### config.mk
export PLATFORM = sky130hd
export DESIGN_NAME = hdr_tmg_merge
export DESIGN_NICKNAME = d
export VERILOG_FILES = /design/src/hdl/hdr_tone_map_gamma_unit_defines.svh /design/src/hdl/hdr_tmg_pkg.sv /design/src/hdl/hdr_tmg_merge.sv
export SDC_FILE = /design/constraint.sdc
export NUM_CORES = 1
export LEC_CHECK = 0
export ABC_AREA = 1
export BUFFER_PORTS_ARGS = -buffer_cell sky130_fd_sc_hd__buf_2
export CORE_MARGIN = 3
export CORE_UTILIZATION = 35
export DETAILED_ROUTE_END_ITERATION = 6
export GPL_ROUTABILITY_DRIVEN = 0
export PLACE_DENSITY_LB_ADDON = 0.2
export SYNTH_ARGS = -nofsm -noshare
export SYNTH_HDL_FRONTEND = slang
export SYNTH_SLANG_ARGS = --single-unit
### constraint.sdc
create_clock -name clk -period 2 [get_ports clk]
set_input_delay 0.5 -clock clk [delete_from_list [all_inputs] [get_ports clk]]
set_output_delay 0.5 -clock clk [all_outputs]
set_load 0.01 [all_outputs]
### src/hdl/hdr_tone_map_gamma_unit_defines.svh
// ---------------------------------------------------------------------------
// hdr tone map gamma unit assertion macros
// shared concurrent assertion wrappers, removed when ASSERT_OFF is set
// ---------------------------------------------------------------------------
`ifndef HDR_TONE_MAP_GAMMA_UNIT_DEFINES_SVH
`define HDR_TONE_MAP_GAMMA_UNIT_DEFINES_SVH
`ifndef ASSERT_OFF
// checked only out of reset
`define HTMG_ASSERT(lbl, clk, rstn, prop, msg) \
    lbl: assert property (@(posedge clk) disable iff (!rstn) prop) else $error(msg);
// checked at every edge, reset included
`define HTMG_ASSERT_ALWAYS(lbl, clk, prop, msg) \
    lbl: assert property (@(posedge clk) prop) else $error(msg);
`else
`define HTMG_ASSERT(lbl, clk, rstn, prop, msg)
`define HTMG_ASSERT_ALWAYS(lbl, clk, prop, msg)
`endif
`endif

### src/hdl/hdr_tmg_pkg.sv
// ---------------------------------------------------------------------------
// hdr tone map gamma package
// fixed point constants, tables and pipeline depths shared by all modules
// ---------------------------------------------------------------------------
`default_nettype none

package hdr_tmg_pkg;

    localparam int CHANNEL_BITS_DEF = 16;
    localparam int OUT_BITS_DEF     = 10;
    localparam int CFG_W            = 9;
    localparam int NUM_LANES        = 3;

    // internal fixed widths
    localparam int C_W   = 32;   // scaled channel, q8.24
    localparam int U_W   = 30;   // compressed argument, q.24
    localparam int T_W   = 21;   // curve output, q.16
    localparam int LOG_W = 22;   // signed log2, q.16
    localparam int ACC_W = 17;   // exp accumulator, q.16

    localparam logic [21:0] COMP_F     = 22'd3101671;
    localparam logic [17:0] LN2_OVER_F = 18'd245714;
    localparam logic [14:0] GAMMA_INV  = 15'd29789;
    localparam logic [16:0] LOG2_3P5   = 17'd118447;

    localparam int LOG2_ITERS = 16;
    localparam int LOG2_LAT   = 2 + LOG2_ITERS;
    localparam int EXP_STEPS  = 12;
    // s1..s4, log a, s5 s6, log b, s7 s8, exp steps, s9
    localparam int LANE_LAT   = 4 + LOG2_LAT + 2 + LOG2_LAT + 2 + EXP_STEPS + 1;

    typedef logic [15:0] gain_t;
    typedef logic [16:0] exp_step_t;

    // 2^(m/16 + 0.47393) in q2.14
    localparam gain_t GAIN [16] = '{
        16'd22756, 16'd23763, 16'd24815, 16'd25914,
        16'd27061, 16'd28259, 16'd29510, 16'd30817,
        16'd32181, 16'd33606, 16'd35094, 16'd36648,
        16'd38270, 16'd39964, 16'd41734, 16'd43582
    };

    // 2^(2^-i) in q.16, i = 1..12
    localparam exp_step_t EXP_STEP [EXP_STEPS] = '{
        17'd92682, 17'd77936, 17'd71468, 17'd68438,
        17'd66971, 17'd66250, 17'd65892, 17'd65714,
        17'd65625, 17'd65580, 17'd65558, 17'd65547
    };

endpackage

`default_nettype wire

### src/hdl/hdr_tmg_merge.sv
// ---------------------------------------------------------------------------
// hdr tmg merge
// joins the lane codes into one output item and holds it until taken
// ---------------------------------------------------------------------------
`default_nettype none

module hdr_tmg_merge
    import hdr_tmg_pkg::*;
#(
    parameter int OUT_BITS = OUT_BITS_DEF,
    parameter int OUT_DW   = ((NUM_LANES * OUT_BITS + 7) / 8) * 8
)
(
    input  wire logic                clk,
    input  wire logic                rst_n,
    input  wire logic                pipe_valid,
    input  wire logic [OUT_BITS-1:0] code [NUM_LANES],
    input  wire logic                m_tready,
    output logic                     m_tvalid,
    output logic [OUT_DW-1:0]        m_tdata,
    output logic                     en
);

    logic                    valid_reg;
    logic [OUT_DW-1:0]       data_reg;
    logic [OUT_DW-1:0]       data_next;

    assign en = !valid_reg || m_tready;

    always_comb
    begin
        data_next = '0;
        for (int i = 0; i < NUM_LANES; i++)
        begin
            data_next[i*OUT_BITS +: OUT_BITS] = code[i];
        end
    end

    always_ff @(posedge clk or negedge rst_n)
    begin
        if (!rst_n)
        begin
            valid_reg <= 1'b0;
        end
        else if (en)
        begin
            valid_reg <= pipe_valid;
        end
    end

    always_ff @(posedge clk)
    begin
        if (en)
        begin
            data_reg <= data_next;
        end
    end

    assign m_tvalid = valid_reg;
    assign m_tdata  = data_reg;

endmodule

`default_nettype wire

==> run_results.csv <==
group,metric,value,unit
run_status,status,"complete, no violations",
global_route,track_usage,0.112,
power,p_leak,0.632,nW
layout,nets,146,
global_route,antenna_found_initial,0,
clock_network,cts_made_buffers,5,
setup_path,worst-endpoint-arrival,0.91,ns
timing,finalHoldViolCount,0,
clock_network,cts_resized,0,
clock_network,cts_buffer_depth,2,
floorplan,die_h,58.5,um
layout,area_growth,43.8,%
power,ir_drop,0.613,mV
drt,antenna_left,0,
timing,whs,0.353,ns
clock_network,root_buffer,"clkbuf_4",
clock_network,clkTransAtPathRegs,0.09,ns
power,seqPwrFrac,0.643,
setup_path,worst_ep_required_time,1.50,ns
drt,drt_pass1_iterations,2,
synth,avgSynthCellArea,25.4,um^2
synth,netlist_top_cells_count,"30 x edfxtp_1, 2 x buf_4, 2 x inv_1, 2 x nand2_2",
setup_path,crit_type,"register to output port",
clock_network,htree_levels,2,
setup_path,cp-start-kind,"register",
synth,synth_area_leaders,"edfxtp_1 93%, dfrtp_1 2.6%, buf_4 1.6%",
drt,drt-total-wl,1730,um
synth,yosysMostFrequentCell,"edfxtp_1",
synth,syn-cell-area,965,um^2
drt,highest_layer,"met4",
drt,viasPerCell,4.15,
synth,synthCells,38,
timing,tns,0,ns
synth,synth-async-reset-ratio,0.0323,
power,p_sw,0.000259,W
timing,fin_crit_sh,0.706,
synth,yosys.area.top_type_share,0.934,
synth,ys_types,6,
synth,synth_top_cell_by_area,"edfxtp_1",
clock_network,insertion_delay,0.31,ns
floorplan,io-pin-count,68,
power,combPwrFrac,0.103,
global_route,grt_pass1_vias,586,
drt,wl_met3,275,um
timing,finalWorstSetupSlack,0.588,ns
setup_path,endpoint_kind,"output port",
global_route,grt_pass1_wl,2670,um
synth,synth_edf_count,30,
layout,antenna_cells,0,
timing,rsz0062_at_grt,"no",
floorplan,dieWidth,58.5,um
drt,drc,0,
power,power_density,869,nW/um^2
global_route,overflow,0,
place,portBuffers,65,
floorplan,die_area,3420,um^2
timing,period_minus_slack,1.41,ns
worst_hold_path,hp-class,"primary input to register",
floorplan,start_util,0.379,
synth,ys.flop_type,"edfxtp_1",
drt,m1WireLength,626,um
power,power_frac_clock,0.254,
floorplan,core_area,2540,um^2
synth,ys_seq_area_frac,0.960,
drt,first_iter_violations,6,
timing,slew_violations,0,
clock_network,cts_tree,"done",
place,post-place-ws,0.649,ns
flow_run,maxCapViolCount,0,
drt,met2RoutedLength,808,um
timing,setup_violations,0,
timing,fmax,708,MHz
clock_network,cts_sinks,31,
layout,drive_above_1_share,0.670,
floorplan,rows,18,
drt,num_vias,590,
drt,wire_per_inst,12.2,um
synth,ys_ff_latch,31,
power,p_int,0.000946,W
timing,fin_skew,0.00477,ns
global_route,grt_max_degree,19,
setup_path,cp_max_fo,3,
power,switching_share,0.215,
synth,yosys_warnings,0,
==> power by group through the flow <==
stage,logic [W],clock network [W],registers [W]
global route,0.000136,0.000361,0.000780
floorplan,0.0000195,0,0.000818
detailed placement,0.000125,0,0.000791
finish,0.000124,0.000307,0.000775
global placement,0.000123,0,0.000789
CTS,0.000127,0.000321,0.000776
==> timing repair <==
item                                   4_1_cts  5_1_grt
endpoints found under the hold margin        1        0
hold buffers                                 1        0
setup buffers                                0        0
==> flip-flops by register name (all words and copies together) (netlist names) <==
signal,count
m_tdata,30
m_tvalid,1
==> cells in the final DEF (no fill, tap or decap) <==
cell,n
conb_1,2
edfxtp_1,30
buf_4,2
buf_2,65
clkinv_2,1
dlygate4sd3_1,1
nand2_2,2
dfrtp_1,1
clkbuf_4,5
clkinv_1,1
inv_1,2
==> worst max-delay path: stages, from the launching register on <==
cell and delay, ns:
dfrtp_1 0.39, nand2_2 0.09, buf_2 0.13
==> cell type report <==
class | instances | area, um^2
fillers | 222 | 1160
flip-flops and latches | 31 | 926
repair buffers | 68 | 350
clock buffers | 5 | 37.5
well taps | 30 | 37.5
multi-input cells | 4 | 20.0
clock inverters | 2 | 8.76
inverters | 2 | 7.51
==> worst paths after layout <==
| check | from | end | slack (ns) | cells after the start |
|---|---|---|---|---|
| min | code[27] | m_tdata[7] | 0.35 | 1 |
| min in group asynchronous | rst_n | m_tvalid | 0.49 | 2 |
| min reg2reg | m_tvalid | m_tvalid | 0.73 | 3 |
| max in group asynchronous | rst_n | m_tvalid | 1.42 | 2 |
| max reg2reg | m_tvalid | m_tdata[15] | 0.97 | 2 |
| max | m_tvalid | en | 0.59 | 2 |
==> routing by layer <==
layer / vias to the layer above / GRT usage
li1: 287 / -
met1: 255 / 0.130
met2: 45 / 0.166
met3: 3 / 0.0768
met4: 0 / 0.0397
met5: - / 0
==> logic make-up (layout without fill, tap and decap cells) <==
group | count (synthesis) | in the layout | share of synthesized area
buffers and inverters | 4 | 77 | 0.0233
DFF | 31 | 31 | 0.960
other | 1 | 2 | 0.00389
and+or+nand+nor | 2 | 2 | 0.0130
==> stage by stage <==
stage | std cells | utilization | area, um^2 | power [W]
6_report | 142 | 0.545 | 1390 | 0.00121
5_1_grt | 142 | 0.545 | 1390 | 0.00128
4_1_cts | 142 | 0.545 | 1390 | 0.00122
3_5_place_dp | 134 | 0.523 | 1330 | 0.000916
3_3_place_gp | 134 | 0.523 | 1330 | 0.000912
2_1_floorplan | 39 | - | 968 | 0.000837
Power figures use the tool's default switching activity.
